==> src/rtl/elevator_scan_scheduler_defines.svh <==
// ----------------------------------------------------------------------------
// Elevator scan scheduler assertion macros
// Shared macros for concurrent checks on the scheduler logic.
// ----------------------------------------------------------------------------
`ifndef ELEVATOR_SCAN_SCHEDULER_DEFINES_SVH
`define ELEVATOR_SCAN_SCHEDULER_DEFINES_SVH

// Same-cycle implication, disabled during reset.
`define ESS_ASSERT_IMPL(lbl, ante, cons) \
    lbl: assert property (@(posedge clk) disable iff (!rst_n) (ante) |-> (cons)) \
        else $error("scheduler check failed");

// Next-cycle implication, disabled during reset.
`define ESS_ASSERT_NEXT(lbl, ante, cons) \
    lbl: assert property (@(posedge clk) disable iff (!rst_n) (ante) |=> (cons)) \
        else $error("scheduler check failed");

`endif

==> src/rtl/ess_pkg.sv <==
// ----------------------------------------------------------------------------
// Elevator scan scheduler package
// Types, codes and fixed widths shared by the scheduler modules.
// ----------------------------------------------------------------------------
package ess_pkg;

    // Fixed field widths.
    localparam int FLOOR_W = 6;
    localparam int KIND_W  = 2;
    localparam int CAR_W   = 7;   // internal car floor, never above 63
    localparam int TOP_W   = 7;   // top floor index, the floor count register is 7 bits
    localparam int ARITH_W = 10;  // cycle index and distance arithmetic
    localparam int WGT_W   = 11;  // request weight

    // Largest number of floors served, and the move limit of the weight search.
    localparam int MAX_FLOORS = 64;
    localparam int WEIGHT_CAP = 4 * MAX_FLOORS + 8;

    // Direction codes.
    localparam logic [1:0] DIR_IDLE = 2'd0;
    localparam logic [1:0] DIR_UP   = 2'd1;
    localparam logic [1:0] DIR_DN   = 2'd2;

    // Motion phase codes.
    localparam logic [1:0] PH_STAT    = 2'd0;
    localparam logic [1:0] PH_BETWEEN = 2'd1;
    localparam logic [1:0] PH_PASSING = 2'd2;

    // Request kinds.
    localparam logic [1:0] KIND_UP   = 2'd0;
    localparam logic [1:0] KIND_DOWN = 2'd1;
    localparam logic [1:0] KIND_DROP = 2'd2;

    // Input modes.
    localparam logic MODE_TICK    = 1'b0;
    localparam logic MODE_ENQUEUE = 1'b1;

    // Configuration register indexes.
    localparam logic [1:0] CFG_FLOOR_COUNT = 2'd0;
    localparam logic [1:0] CFG_STAT_TICKS  = 2'd1;
    localparam logic [1:0] CFG_BTWN_TICKS  = 2'd2;
    localparam logic [1:0] CFG_PASS_TICKS  = 2'd3;

    // One queued request.
    typedef struct packed {
        logic [FLOOR_W-1:0] floor;
        logic [KIND_W-1:0]  kind;
    } entry_t;

    // Operation applied to every cell of the queue chain.
    typedef enum logic [1:0] {
        CELL_HOLD   = 2'd0,
        CELL_SHIFT  = 2'd1,
        CELL_INSERT = 2'd2
    } cell_op_t;

    // Car state seen by the weight unit.
    typedef struct packed {
        logic [CAR_W-1:0] floor;
        logic [1:0]       heading;
        logic [1:0]       phase;
        logic [TOP_W-1:0] top;
    } car_t;

endpackage

==> src/rtl/ess_cell.sv <==
// ----------------------------------------------------------------------------
// Queue cell
// Holds one queue entry; shifts toward the head or opens a slot for insert.
// ----------------------------------------------------------------------------
module ess_cell
    import ess_pkg::*;
#(
    parameter int IDX_W = 6,
    parameter int POS   = 0
)
(
    input  logic             clk,
    input  cell_op_t         op,
    input  logic [IDX_W-1:0] ins_idx,
    input  entry_t           new_entry,
    input  entry_t           left_entry,
    input  entry_t           right_entry,
    output entry_t           entry
);

    entry_t entry_reg;
    entry_t entry_next;

    // Select the next content of this cell.
    always_comb
    begin
        entry_next = entry_reg;
        unique case (op)
            CELL_HOLD:
            begin
                entry_next = entry_reg;
            end
            CELL_SHIFT:
            begin
                entry_next = right_entry;
            end
            CELL_INSERT:
            begin
                if (ins_idx == IDX_W'(POS))
                begin
                    entry_next = new_entry;
                end
                else if (ins_idx < IDX_W'(POS))
                begin
                    entry_next = left_entry;
                end
            end
            default:
            begin
                entry_next = entry_reg;
            end
        endcase
    end

    // Entry storage carries no reset.
    always_ff @(posedge clk)
    begin
        entry_reg <= entry_next;
    end

    assign entry = entry_reg;

endmodule

==> src/rtl/ess_weight.sv <==
// ----------------------------------------------------------------------------
// Request weight unit
// Computes twice the scan travel distance to a floor, plus one for drop-off.
// ----------------------------------------------------------------------------
module ess_weight
    import ess_pkg::*;
(
    input  logic [FLOOR_W-1:0] floor,
    input  logic [KIND_W-1:0]  kind,
    input  car_t               car,
    output logic [WGT_W-1:0]   weight
);

    logic [CAR_W-1:0]   f_ext;
    logic [1:0]         want;
    logic [1:0]         sd;
    logic               at_rest;
    logic               above;
    logic               far;
    logic [ARITH_W-1:0] top_x;
    logic [ARITH_W-1:0] cyc_len;
    logic [ARITH_W-1:0] t_idx;
    logic [ARITH_W-1:0] s_idx;
    logic [ARITH_W-1:0] m_raw;
    logic [ARITH_W-1:0] m_mod;
    logic [ARITH_W-1:0] pre;
    logic [ARITH_W-1:0] far_moves;
    logic [ARITH_W-1:0] span;

    assign f_ext   = CAR_W'(floor);
    assign top_x   = ARITH_W'(car.top);
    assign cyc_len = (top_x << 1) + ARITH_W'(2);
    assign at_rest = (f_ext == car.floor) && (car.phase == PH_STAT);
    assign above   = car.floor > CAR_W'(car.top);
    assign far     = f_ext > CAR_W'(car.top);

    // Direction the request needs and the direction the car starts in.
    always_comb
    begin
        priority if (kind == KIND_UP)
            want = DIR_UP;
        else if (kind == KIND_DOWN)
            want = DIR_DN;
        else if (f_ext > car.floor)
            want = DIR_UP;
        else if (f_ext < car.floor)
            want = DIR_DN;
        else
            want = (car.heading == DIR_UP) ? DIR_DN : DIR_UP;

        if (car.heading == DIR_IDLE)
            sd = (f_ext > car.floor) ? DIR_UP : DIR_DN;
        else
            sd = car.heading;
    end

    // Positions on the up-bounce-down-bounce cycle; a car above the top joins at
    // the downward top position.
    assign t_idx = (want == DIR_UP) ? ARITH_W'(floor)
                                    : (top_x << 1) + ARITH_W'(1) - ARITH_W'(floor);
    always_comb
    begin
        if (above)
            s_idx = top_x + ARITH_W'(1);
        else if (sd == DIR_UP)
            s_idx = ARITH_W'(car.floor);
        else
            s_idx = (top_x << 1) + ARITH_W'(1) - ARITH_W'(car.floor);
    end

    // Forward distance around the cycle.
    assign m_raw = t_idx + cyc_len - s_idx;
    assign m_mod = (m_raw >= cyc_len) ? (m_raw - cyc_len) : m_raw;
    assign pre   = ARITH_W'(car.floor) - top_x + ((sd == DIR_UP) ? ARITH_W'(1) : ARITH_W'(0));

    // A floor above the top is met only on a downward need, by a car above it heading
    // down or at or above it heading up; otherwise the search gives up at the move limit.
    always_comb
    begin
        if (want == DIR_DN && sd == DIR_DN && f_ext < car.floor)
            far_moves = ARITH_W'(car.floor) - ARITH_W'(floor);
        else if (want == DIR_DN && sd == DIR_UP && f_ext <= car.floor)
            far_moves = ARITH_W'(car.floor) - ARITH_W'(floor) + ARITH_W'(1);
        else
            far_moves = ARITH_W'(WEIGHT_CAP);
    end

    always_comb
    begin
        if (far)
            span = far_moves;
        else if (above)
            span = pre + m_mod;
        else if (m_mod == '0)
            span = cyc_len;
        else
            span = m_mod;
    end

    assign weight = at_rest ? WGT_W'(kind == KIND_DROP)
                            : ({WGT_W'(span)} << 1) + WGT_W'(kind == KIND_DROP);

endmodule

==> src/rtl/elevator_scan_scheduler.sv <==
// ----------------------------------------------------------------------------
// Elevator scan scheduler
// Single-car scan scheduler with a sorted request queue held in a cell chain.
// ----------------------------------------------------------------------------
// A tick word passes from the tick state to the finish state, by way of the pop
// state when the car stops at a requested floor with matching head entries; an
// enqueue word that is rejected up front goes from the weight state straight to
// the finish state; for any other the queue chain rotates once through all
// QUEUE_DEPTH cells so the single weight unit can score each entry at the head
// in turn. One result word is produced per input word and is held in an output
// register until taken; the block returns to idle, ready for the next word, as
// that register is loaded.
module elevator_scan_scheduler
    import ess_pkg::*;
#(
    parameter int QUEUE_DEPTH = 32
)
(
    input  logic               clk,
    input  logic               rst_n,
    input  logic               cfg_wr_en,
    input  logic [1:0]         cfg_index,
    input  logic [7:0]         cfg_data,
    input  logic               in_valid,
    output logic               in_ready,
    input  logic               mode,
    input  logic [FLOOR_W-1:0] floor,
    input  logic [KIND_W-1:0]  request_kind,
    output logic               out_valid,
    input  logic               out_ready,
    output logic               accepted,
    output logic [5:0]         car_floor,
    output logic [1:0]         motion_state,
    output logic [1:0]         travel_direction,
    output logic [5:0]         queued_count
);

`include "elevator_scan_scheduler_defines.svh"

    localparam int LW = $clog2(QUEUE_DEPTH + 1);
    localparam int KW = $clog2(QUEUE_DEPTH);
    localparam int EW = 9;

    typedef enum logic [6:0] {
        ST_IDLE  = 7'b0000001,
        ST_TICK  = 7'b0000010,
        ST_POP   = 7'b0000100,
        ST_WCALC = 7'b0001000,
        ST_SCAN  = 7'b0010000,
        ST_INS   = 7'b0100000,
        ST_FIN   = 7'b1000000
    } state_t;

    state_t            st_reg, st_next;
    logic [6:0]        fc_reg;
    logic [7:0]        stat_t_reg, btwn_t_reg, pass_t_reg;
    logic [LW-1:0]     len_reg, len_next;
    logic [CAR_W-1:0]  cur_reg, cur_next;
    logic [1:0]        head_reg, head_next;
    logic [1:0]        phase_reg, phase_next;
    logic [7:0]        prog_reg, prog_next;
    logic              mode_reg;
    entry_t            req_reg;
    logic              acc_reg, acc_next;
    logic [WGT_W-1:0]  w_reg, w_next;
    logic [KW-1:0]     k_reg, k_next;
    logic              found_reg, found_next;
    logic              dup_reg, dup_next;
    logic [LW-1:0]     ins_reg, ins_next;
    logic              out_valid_reg;
    logic              out_acc_reg;
    logic [5:0]        out_floor_reg, out_cnt_reg;
    logic [1:0]        out_phase_reg, out_dir_reg;

    cell_op_t          op;
    logic [LW-1:0]     op_idx;
    entry_t            cells [QUEUE_DEPTH];
    entry_t            head;
    entry_t            wsel;
    car_t              car;
    logic [WGT_W-1:0]  wgt;
    logic [EW-1:0]     eff;
    logic [TOP_W-1:0]  top;
    logic [7:0]        plen;
    logic              head_here;
    logic              out_free;

    // Effective floor count and top floor index.
    always_comb
    begin
        priority if (EW'(fc_reg) < EW'(2))
            eff = EW'(2);
        else if (EW'(fc_reg) > EW'(MAX_FLOORS))
            eff = EW'(MAX_FLOORS);
        else
            eff = EW'(fc_reg);
    end
    assign top = TOP_W'(eff - EW'(1));

    // Configuration registers.
    always_ff @(posedge clk or negedge rst_n)
    begin
        if (!rst_n)
        begin
            fc_reg     <= 7'd16;
            stat_t_reg <= 8'd4;
            btwn_t_reg <= 8'd4;
            pass_t_reg <= 8'd2;
        end
        else if (cfg_wr_en)
        begin
            unique case (cfg_index)
                CFG_FLOOR_COUNT: fc_reg     <= cfg_data[6:0];
                CFG_STAT_TICKS:  stat_t_reg <= cfg_data;
                CFG_BTWN_TICKS:  btwn_t_reg <= cfg_data;
                CFG_PASS_TICKS:  pass_t_reg <= cfg_data;
                default:         fc_reg     <= fc_reg;
            endcase
        end
    end

    // Queue chain; the last cell takes the head so a full pass restores order.
    assign head = cells[0];
    genvar gi;
    generate
        for (gi = 0; gi < QUEUE_DEPTH; gi++)
        begin : g_cell
            ess_cell #(
                .IDX_W (LW),
                .POS   (gi)
            ) u_cell (
                .clk         (clk),
                .op          (op),
                .ins_idx     (op_idx),
                .new_entry   (req_reg),
                .left_entry  (cells[(gi == 0) ? 0 : gi - 1]),
                .right_entry (cells[(gi == QUEUE_DEPTH - 1) ? 0 : gi + 1]),
                .entry       (cells[gi])
            );
        end
    endgenerate

    // Weight unit, shared between the new request and the head entry.
    assign car.floor   = cur_reg;
    assign car.heading = head_reg;
    assign car.phase   = phase_reg;
    assign car.top     = top;
    assign wsel        = (st_reg == ST_SCAN) ? head : req_reg;

    ess_weight u_weight (
        .floor  (wsel.floor),
        .kind   (wsel.kind),
        .car    (car),
        .weight (wgt)
    );

    assign head_here = (len_reg != '0) && (CAR_W'(head.floor) == cur_reg);
    assign out_free  = !out_valid_reg || out_ready;
    assign in_ready  = (st_reg == ST_IDLE);

    // Duration of the current phase; the unused code times as stationary.
    always_comb
    begin
        unique case (phase_reg)
            PH_BETWEEN: plen = btwn_t_reg;
            PH_PASSING: plen = pass_t_reg;
            default:    plen = stat_t_reg;
        endcase
    end

    // Sequencer.
    always_comb
    begin
        st_next    = st_reg;
        len_next   = len_reg;
        cur_next   = cur_reg;
        head_next  = head_reg;
        phase_next = phase_reg;
        prog_next  = prog_reg;
        acc_next   = acc_reg;
        w_next     = w_reg;
        k_next     = k_reg;
        found_next = found_reg;
        dup_next   = dup_reg;
        ins_next   = ins_reg;
        op         = CELL_HOLD;
        op_idx     = ins_reg;
        unique case (st_reg)
            ST_IDLE:
            begin
                if (in_valid)
                begin
                    acc_next = 1'b0;
                    st_next  = (mode == MODE_ENQUEUE) ? ST_WCALC : ST_TICK;
                end
            end
            ST_TICK:
            begin
                st_next   = ST_FIN;
                prog_next = prog_reg + 8'd1;
                if (prog_reg == plen)
                begin
                    prog_next = 8'd1;
                    unique case (phase_reg)
                        PH_BETWEEN:
                        begin
                            phase_next = PH_STAT;
                            if (!((len_reg == '0) ||
                                  (head_reg != DIR_UP && head_reg != DIR_DN) ||
                                  (head_reg == DIR_DN && cur_reg == '0) ||
                                  (head_reg == DIR_UP && cur_reg >= CAR_W'(top))))
                            begin
                                cur_next = (head_reg == DIR_UP) ? cur_reg + CAR_W'(1)
                                                                : cur_reg - CAR_W'(1);
                                if (CAR_W'(head.floor) != cur_next)
                                    phase_next = PH_PASSING;
                            end
                        end
                        PH_PASSING:
                        begin
                            phase_next = PH_BETWEEN;
                        end
                        default:
                        begin
                            phase_next = PH_STAT;
                            if (len_reg == '0)
                                head_next = DIR_IDLE;
                            else if (head_here)
                                st_next = ST_POP;
                            else
                            begin
                                head_next  = (CAR_W'(head.floor) > cur_reg) ? DIR_UP
                                                                            : DIR_DN;
                                phase_next = PH_BETWEEN;
                            end
                        end
                    endcase
                end
            end
            ST_POP:
            begin
                // Pop head entries one a cycle while they match the car floor.
                if (head_here)
                begin
                    op       = CELL_SHIFT;
                    len_next = len_reg - LW'(1);
                end
                else
                begin
                    st_next = ST_FIN;
                end
            end
            ST_WCALC:
            begin
                if (req_reg.kind > KIND_DROP || EW'(req_reg.floor) >= eff ||
                    len_reg >= LW'(QUEUE_DEPTH))
                begin
                    st_next = ST_FIN;
                end
                else
                begin
                    w_next     = wgt;
                    k_next     = '0;
                    found_next = 1'b0;
                    dup_next   = 1'b0;
                    st_next    = ST_SCAN;
                end
            end
            ST_SCAN:
            begin
                // Rotate the chain once, scoring each live entry at the head.
                op     = CELL_SHIFT;
                k_next = k_reg + KW'(1);
                if (!found_reg && (LW'(k_reg) < len_reg) && (w_reg <= wgt))
                begin
                    found_next = 1'b1;
                    dup_next   = (w_reg == wgt);
                    ins_next   = LW'(k_reg);
                end
                if (k_reg == KW'(QUEUE_DEPTH - 1))
                    st_next = ST_INS;
            end
            ST_INS:
            begin
                st_next = ST_FIN;
                if (!(found_reg && dup_reg))
                begin
                    op       = CELL_INSERT;
                    op_idx   = found_reg ? ins_reg : len_reg;
                    len_next = len_reg + LW'(1);
                    acc_next = 1'b1;
                end
            end
            ST_FIN:
            begin
                if (out_free)
                    st_next = ST_IDLE;
            end
            default:
            begin
                st_next = ST_IDLE;
            end
        endcase
    end

    // Control and car state.
    always_ff @(posedge clk or negedge rst_n)
    begin
        if (!rst_n)
        begin
            st_reg    <= ST_IDLE;
            len_reg   <= '0;
            cur_reg   <= '0;
            head_reg  <= DIR_IDLE;
            phase_reg <= PH_STAT;
            prog_reg  <= '0;
            acc_reg   <= 1'b0;
            k_reg     <= '0;
            found_reg <= 1'b0;
            dup_reg   <= 1'b0;
            ins_reg   <= '0;
        end
        else
        begin
            st_reg    <= st_next;
            len_reg   <= len_next;
            cur_reg   <= cur_next;
            head_reg  <= head_next;
            phase_reg <= phase_next;
            prog_reg  <= prog_next;
            acc_reg   <= acc_next;
            k_reg     <= k_next;
            found_reg <= found_next;
            dup_reg   <= dup_next;
            ins_reg   <= ins_next;
        end
    end

    // Request and weight payload.
    always_ff @(posedge clk)
    begin
        if (in_valid && in_ready)
        begin
            mode_reg      <= mode;
            req_reg.floor <= floor;
            req_reg.kind  <= request_kind;
        end
        w_reg <= w_next;
    end

    // Output register.
    always_ff @(posedge clk or negedge rst_n)
    begin
        if (!rst_n)
            out_valid_reg <= 1'b0;
        else if (st_reg == ST_FIN && out_free)
            out_valid_reg <= 1'b1;
        else if (out_ready)
            out_valid_reg <= 1'b0;
    end

    always_ff @(posedge clk)
    begin
        if (st_reg == ST_FIN && out_free)
        begin
            out_acc_reg   <= acc_reg && (mode_reg == MODE_ENQUEUE);
            out_floor_reg <= cur_reg[5:0];
            out_phase_reg <= phase_reg;
            out_dir_reg   <= head_reg;
            out_cnt_reg   <= 6'(len_reg);
        end
    end

    assign out_valid        = out_valid_reg;
    assign accepted         = out_acc_reg;
    assign car_floor        = out_floor_reg;
    assign motion_state     = out_phase_reg;
    assign travel_direction = out_dir_reg;
    assign queued_count     = out_cnt_reg;

    // Checks on the queue and result logic.
    `ESS_ASSERT_IMPL(a_len_bound, 1'b1, len_reg <= LW'(QUEUE_DEPTH))
    `ESS_ASSERT_NEXT(a_ins_grows, st_reg == ST_INS && !(found_reg && dup_reg),
        len_reg == $past(len_reg) + LW'(1))
    `ESS_ASSERT_NEXT(a_pop_shrinks, st_reg == ST_POP && head_here,
        len_reg == $past(len_reg) - LW'(1))
    `ESS_ASSERT_NEXT(a_fin_result, st_reg == ST_FIN && out_free,
        out_valid_reg && st_reg == ST_IDLE)

endmodule

==> config.mk <==
export PLATFORM = sky130hd
export DESIGN_NAME = elevator_scan_scheduler
export DESIGN_NICKNAME = d
export VERILOG_FILES = /design/src/rtl/ess_pkg.sv /design/src/rtl/ess_cell.sv /design/src/rtl/ess_weight.sv /design/src/rtl/elevator_scan_scheduler.sv
export VERILOG_INCLUDE_DIRS = /design/src /design/src/rtl
export SDC_FILE = /design/constraint.sdc
export NUM_CORES = 1
export LEC_CHECK = 0
export BUFFER_PORTS_ARGS = -buffer_cell sky130_fd_sc_hd__buf_2
export CORE_MARGIN = 10
export CORE_UTILIZATION = 40
export CTS_CLUSTER_DIAMETER = 60
export DETAILED_ROUTE_END_ITERATION = 10
export SLEW_MARGIN = 20
export SYNTH_ARGS = -nofsm -noshare
export SYNTH_HDL_FRONTEND = slang
export SYNTH_SLANG_ARGS = --single-unit
==> constraint.sdc <==
create_clock -name clk -period 11.4 [get_ports clk]
set_clock_uncertainty 0.05 [all_clocks]
set_input_delay 2.85 -clock clk [delete_from_list [all_inputs] [get_ports clk]]
set_output_delay 2.85 -clock clk [all_outputs]
set_load 0.03 [all_outputs]
==> results of run 1 <==
==> metal layers <==
metal,part of all wire (%),track usage [%],wire (um)
met2,48,29.7,28800
met1,45,23.3,27200
met3,4.7,2.50,2840
met5,0,0,0
met4,1.9,4.32,1160
==> report_power, final <==
part / switching, uW / total (uW) / leakage [uW] / internal [uW]
Combinational: 3300 / 5630 / 0.00626 / 2330
Sequential: 175 / 2040 / 0.00364 / 1870
Clock: 562 / 1370 / 0.000676 / 807
Total: 4040 / 9050 / 0.0106 / 5010
==> per-stage QoR <==
| stage | power (uW) | util, % |
|---|---|---|
| after floorplan | 6160 | - |
| after global placement | 7410 | 42.4 |
| after detailed placement | 7500 | 42.4 |
| after CTS | 8920 | 44.9 |
| after global routing | 9770 | 45.0 |
| final | 9050 | 45.0 |
==> worst max path at each step <==
stage / slack (ps) / end
4_1_cts: 150 / ins_reg[0]
3_5_place_dp: 270 / ins_reg[0]
5_1_grt: -30 / ins_reg[0]
3_3_place_gp: 560 / ins_reg[1]
6_report: 640 / ins_reg[0]
2_1_floorplan: 500 / ins_reg[0]
==> critical path, delay by kind of cell (launching register included) <==
family	cells	cell delay [ps]
AOI/OAI and AO/OA	20	3250
xor gates and xnor gates	3	790
adders and majority gates	7	2460
buffers and inverters	5	640
DFF	1	450
muxes	1	350
and+or+nand+nor	13	2630
==> cells in the mapped netlist, drive strengths merged, types with 12 or more instances <==
library cell / n
edfxtp: 293
nand2: 94
mux2: 56
nand3: 28
ha: 102
mux2i: 248
nor2: 366
inv: 93
o21a: 15
a21o: 35
dfrtp: 72
buf: 12
xnor2: 40
nor4: 14
nor2b: 22
clkbuf: 119
fa: 18
xor2: 32
o21ai: 54
nand4: 18
a21oi: 352
nand2b: 31
nor3: 23
==> cells by family after synthesis <==
group                      synth area share (%)
adders and majority gates                  7.19
other                                    0.0163
muxes                                      13.5
AOI/OAI and AO/OA                          13.4
buffers and inverters                      3.73
and+or+nand+nor                            12.8
DFF                                        46.6
xor gates and xnor gates                   2.74
==> layout make-up <==
type                       count  area, sq um
clock buffer                  57         1190
clock inverter                19          210
fill                        5363        31200
inverter                      93          352
multi-input combinational   1690        11500
sequential                   370        10700
tap                          756          946
timing repair buffer          87          567
==> repair_timing <==
| item | CTS | global route |
|---|---|---|
| endpoints found under the hold margin | 0 | 0 |
| endpoints found under the setup margin | 0 | 7 |
| resized for setup | 0 | 9 |
| setup buffers | 0 | 4 |
==> results.md, run 1 <==
- Outcome: finished, final reports clean
- Tmin final: 10,760 ps
- Synth area leaders: edfxtp_1 38%, mux2i_1 11%, dfrtp_1 7.8%, a21oi_1 7.6%, nor2_1 5.9%
- Fin Setup TNS: 0 ps
- Area leader, netlist: edfxtp_1
- Netlist Area Pre-Place: 23,000 sq um
- Largest register FFs: 256
- Final period util: 94.4%
- RD Place Congestion: 0.919
- Most frequent cells in the layout: 363 x nor2_1, 350 x a21oi_1, 293 x edfxtp_1
- Iteration-0 DRC count of the detailed router: 1,269
- Clk sink count: 370
- Depth of the most critical reg-to-reg path: 49
- Mean Syn Cell Area: 10.1 sq um
- H-tree levels: 2
- Antenna violations before repair: 1
- Fin Hold WS: 453 ps
- Pin count of the biggest net entering global routing: 224
- Worst Setup SP: fc_reg[3]
- Final WL: 60,000 um
- Reg-to-reg startpoint: fc_reg[3]
- GRT overflow: 0
- Critical R2R Capture: ins_reg[0]
- Most common cell after layout, fill and taps aside: nor2_1
- DP Area: 24,100 sq um
- Post-synth EDFFs: 293
- PortBufs: 42
- Num ports: 43
- TritonCTS Buffers: 42
- Crit Path Max Fanout: 9
- Ys flop type: edfxtp_1
- Startpoint Class: register
- Max Fclk: 92.9 MHz
- Asr flop ratio synth: 20.8%
- Synth Warn #: 0
- Total number of vias: 17,000
- Final hold violation count: 0
- Yosys cell types: 76
- WL per Instance: 19.5 um
- Crit path arrival time: 11,160 ps
- #FFs+latches synth: 370
- Placed cells: 2,992
- Number of nets with antenna violations after routing: 0
- # setup viols final: 0
- CP dominant cell by count: ha_1
- Dpl ws: 271 ps
- Die Span X: 260 um
- ANT cells: 0
- Hold depth: 0
- Power density over cell area: 354 nW/um^2
- Root Buffer: clkbuf_16
- CP max stage delay: 550 ps
- Setup slack, reg-to-reg: 640 ps
- Crit Path Category: reg -> reg
- Worst-path clk slew: 60 ps
- Area growth syn-to-layout: 10.8%
- Vias in the first global route: 17,200
- MaxCap Viol Count: 0
- Die area: 67,600 sq um
- Layout Nets: 2,428
- Post-route cell area: 25,500 sq um
- Register area share after synthesis: 46.6%
- Hold Crit Class: reg -> reg
- Post-route setup slack: 640 ps
- Worst setup EP type: register
- Yosys top cell area share: 38.2%
- Detail Placement HPWL: 43,200 um
- Fraction of layout cells with a size suffix above 1: 10.6%
- Worst-Skew Late Latency: 580 ps
- Mapped Cells: 2,283
- Initial core utilization: 40.6%
- CP required: 11,800 ps
- Vias per Instance: 5.54
- Tightest Pin Transition: 1120 ps
- Final slew viol count: 0
- Global-route wire length before repair: 96,400 um
- Hold EP: motion_state[0]
- Non-Filler Instances: 3,072
- DR pass1 iterations: 5
- CP max-delay cell: fa_1
- DRC: 0
- Slew headroom: 24.9%
- Core Footprint: 56,700 sq um
- Cts hold-fix bufs: 0
- Leakage power: 0.0106 uW
- Worst VDD drop: 468 uV
- Hold path startpoint: phase_reg[0]
- Die H: 260 um
- Tot GR Track Use: 17.6%
- CTS tree: yes
- Rows: 87
- Max Root-Sink Buffers: 3
Note: power is estimated with default switching activity, not from simulation.
==> run 2: changes to the inputs <==
- clock period: 11.4 -> 11 ns (I/O delays scaled with it)
==> run 2 against run 1 <==
  * Via count rose by 0.89%
  * Die area did not move
  * Register-to-register slack got worse by 40 ps
  * Largest cell class unchanged
  * Critical endpoint unchanged
  * Routed wire length rose by 0.13%
  * Critical path depth fell by 7
  * Clock-buffer cell count did not move
  * Setup slack got worse by 42 ps
  * Final area rose by 0.56%
  * Fmax rose by 3.4%
  * Global-route usage fell by 0.14 points
  * Utilization rose by 0.25 points
  * Worst hold slack got worse by 13 ps
==> results.md, run 2 (same netlist as run 1, synthesis figures left out) <==
- Outcome: finished, final reports clean (unchanged)
- Die H: 260 um (unchanged)
- Die area: 67,600 sq um (unchanged)
- GRT overflow: 0 (unchanged)
- Fraction of layout cells with a size suffix above 1: 11.6% (was 10.6%)
- CP required: 11,410 ps (was 11,800 ps)
- Tightest Pin Transition: 1100 ps (was 1120 ps)
- Max Root-Sink Buffers: 3 (unchanged)
- Layout Nets: 2,445 (was 2,428)
- Most frequent cells in the layout: 361 x nor2_1, 348 x a21oi_1, 293 x edfxtp_1 (was 363 x nor2_1, 350 x a21oi_1, 293 x edfxtp_1)
- Slew headroom: 24.4% (was 24.9%)
- TritonCTS Buffers: 43 (was 42)
- DRC: 0 (unchanged)
- Number of nets with antenna violations after routing: 0 (unchanged)
- Final slew viol count: 0 (unchanged)
- Core Footprint: 56,700 sq um (unchanged)
- Most common cell after layout, fill and taps aside: nor2_1 (unchanged)
- CP dominant cell by count: o21a_1 (was ha_1)
- Hold Crit Class: reg -> reg (unchanged)
- Die Span X: 260 um (unchanged)
- Max Fclk: 96.1 MHz (was 92.9 MHz)
- ANT cells: 0 (unchanged)
- Finished Core Util: 45.3% (was 45.0%)
- Crit Path Category: reg -> reg (unchanged)
- Fin Hold WS: 440 ps (was 453 ps)
- Vias per Instance: 5.56 (was 5.54)
- PortBufs: 42 (unchanged)
- Cts hold-fix bufs: 0 (unchanged)
- Total number of vias: 17,200 (was 17,000)
- Area growth syn-to-layout: 11.5% (was 10.8%)
- DR pass1 iterations: 5 (unchanged)
- Detail Placement HPWL: 43,000 um (was 43,200 um)
- Final WL: 60,100 um (was 60,000 um)
- WL per Instance: 19.4 um (was 19.5 um)
- Startpoint Class: register (unchanged)
- Worst-path clk slew: 60 ps (about the same)
- Final period util: 94.6% (was 94.4%)
- Crit path arrival time: 10,810 ps (was 11,160 ps)
- Num ports: 43 (unchanged)
- # setup viols final: 0 (unchanged)
- Vias in the first global route: 17,100 (was 17,200)
- Root Buffer: clkbuf_16 (unchanged)
- Crit Path Max Fanout: 10 (was 9)
- Largest register FFs: 256 (unchanged)
- Tmin final: 10,400 ps (was 10,760 ps)
- Initial core utilization: 40.6% (unchanged)
- MaxCap Viol Count: 0 (unchanged)
- CTS tree: yes (unchanged)
- CP max stage delay: 550 ps (about the same)
- Rows: 87 (unchanged)
- Worst-Skew Late Latency: 590 ps (was 580 ps)
- Fin Setup TNS: 0 ps (unchanged)
- Antenna violations before repair: 0 (was 1)
- Worst setup EP type: register (unchanged)
- Iteration-0 DRC count of the detailed router: 1,373 (was 1,269)
- RD Place Congestion: 0.915 (was 0.919)
- Final hold violation count: 0 (unchanged)
- Global-route wire length before repair: 95,600 um (was 96,400 um)
- Tot GR Track Use: 17.4% (was 17.6%)
- Pin count of the biggest net entering global routing: 255 (was 224)
- H-tree levels: 2 (unchanged)
- Clk sink count: 370 (unchanged)
- CP max-delay cell: fa_1 (unchanged)
==> run 2: changes by cell type in the layout (fill, tap and decap cells not counted), moves of 2 or more <==
cell / previous run / this run
clkinv_1: 3 / 13
nor2_2: 3 / 5
o21ai_2: 0 / 2
nor2_1: 363 / 361
ha_2: 0 / 2
xnor2_2: 0 / 2
xnor2_1: 40 / 38
a21oi_1: 350 / 348
buf_4: 44 / 59
o21ai_0: 50 / 48
bufinv_16: 3 / 0
clkinvlp_4: 3 / 0
ha_1: 101 / 99
==> run 2: per-stage QoR <==
stage	cell area [sq um]	instances	worst slack (ps)
4_1_cts	25400	3077	34.1
2_1_floorplan	23000	2284	99.0
6_report	25700	3091	598
3_3_place_gp	24100	2998	212
3_5_place_dp	24100	2998	-30.2
5_1_grt	25700	3091	-98.6
==> run 2: path summary, 6_finish.rpt <==
kind	from	endpoint	slack, ps	cells after the start
min in group asynchronous	rst_n	btwn_t_reg[6]	2300	1
hold reg to reg	phase_reg[0]	motion_state[0]	440	0
setup / recovery	st_reg[6]	ins_reg[0]	600	42
max in group asynchronous	rst_n	k_reg[0]	7990	1
setup reg to reg	st_reg[6]	ins_reg[0]	600	42
hold / removal	phase_reg[0]	motion_state[0]	440	0
==> run 2: worst max-delay path, delay by kind of cell (launching register included) <==
kind,cells,cell delay [ps]
flip-flops,1,440
buffers and inverters,5,750
AO/OA/AOI/OAI,22,4570
multiplexers,3,890
XOR/XNOR,1,120
AND/OR/NAND/NOR,6,1630
adder cells (fa/ha/maj),5,1840
==> run 2: final cells by class <==
type / instances / area [sq um]
well taps: 756 / 946
inverters: 93 / 352
clock inverters: 22 / 130
fillers: 5375 / 31000
clock buffers: 57 / 1200
flip-flops and latches: 370 / 10700
repair buffers: 102 / 679
multi-input cells: 1691 / 11600
==> run 2: per-layer routing <==
layer | wire (um) | track usage [%] | part of all wire, %
met2 | 28300 | 28.6 | 47
met4 | 1840 | 6.77 | 3.1
met5 | 0 | 0 | 0
met1 | 27200 | 23.1 | 45
met3 | 2800 | 2.26 | 4.7
==> run 2: repair_timing <==
action,in CTS,in global routing
endpoints found under the setup margin,5,7
cloned,0,1
pin swaps,0,13
resized for setup,1,27
setup buffers,0,13
endpoints found under the hold margin,0,0
Power of run 2 is left out: the tool's default activity adds up to more than one toggle a clock period on the data nets, which glitch-free logic cannot reach.
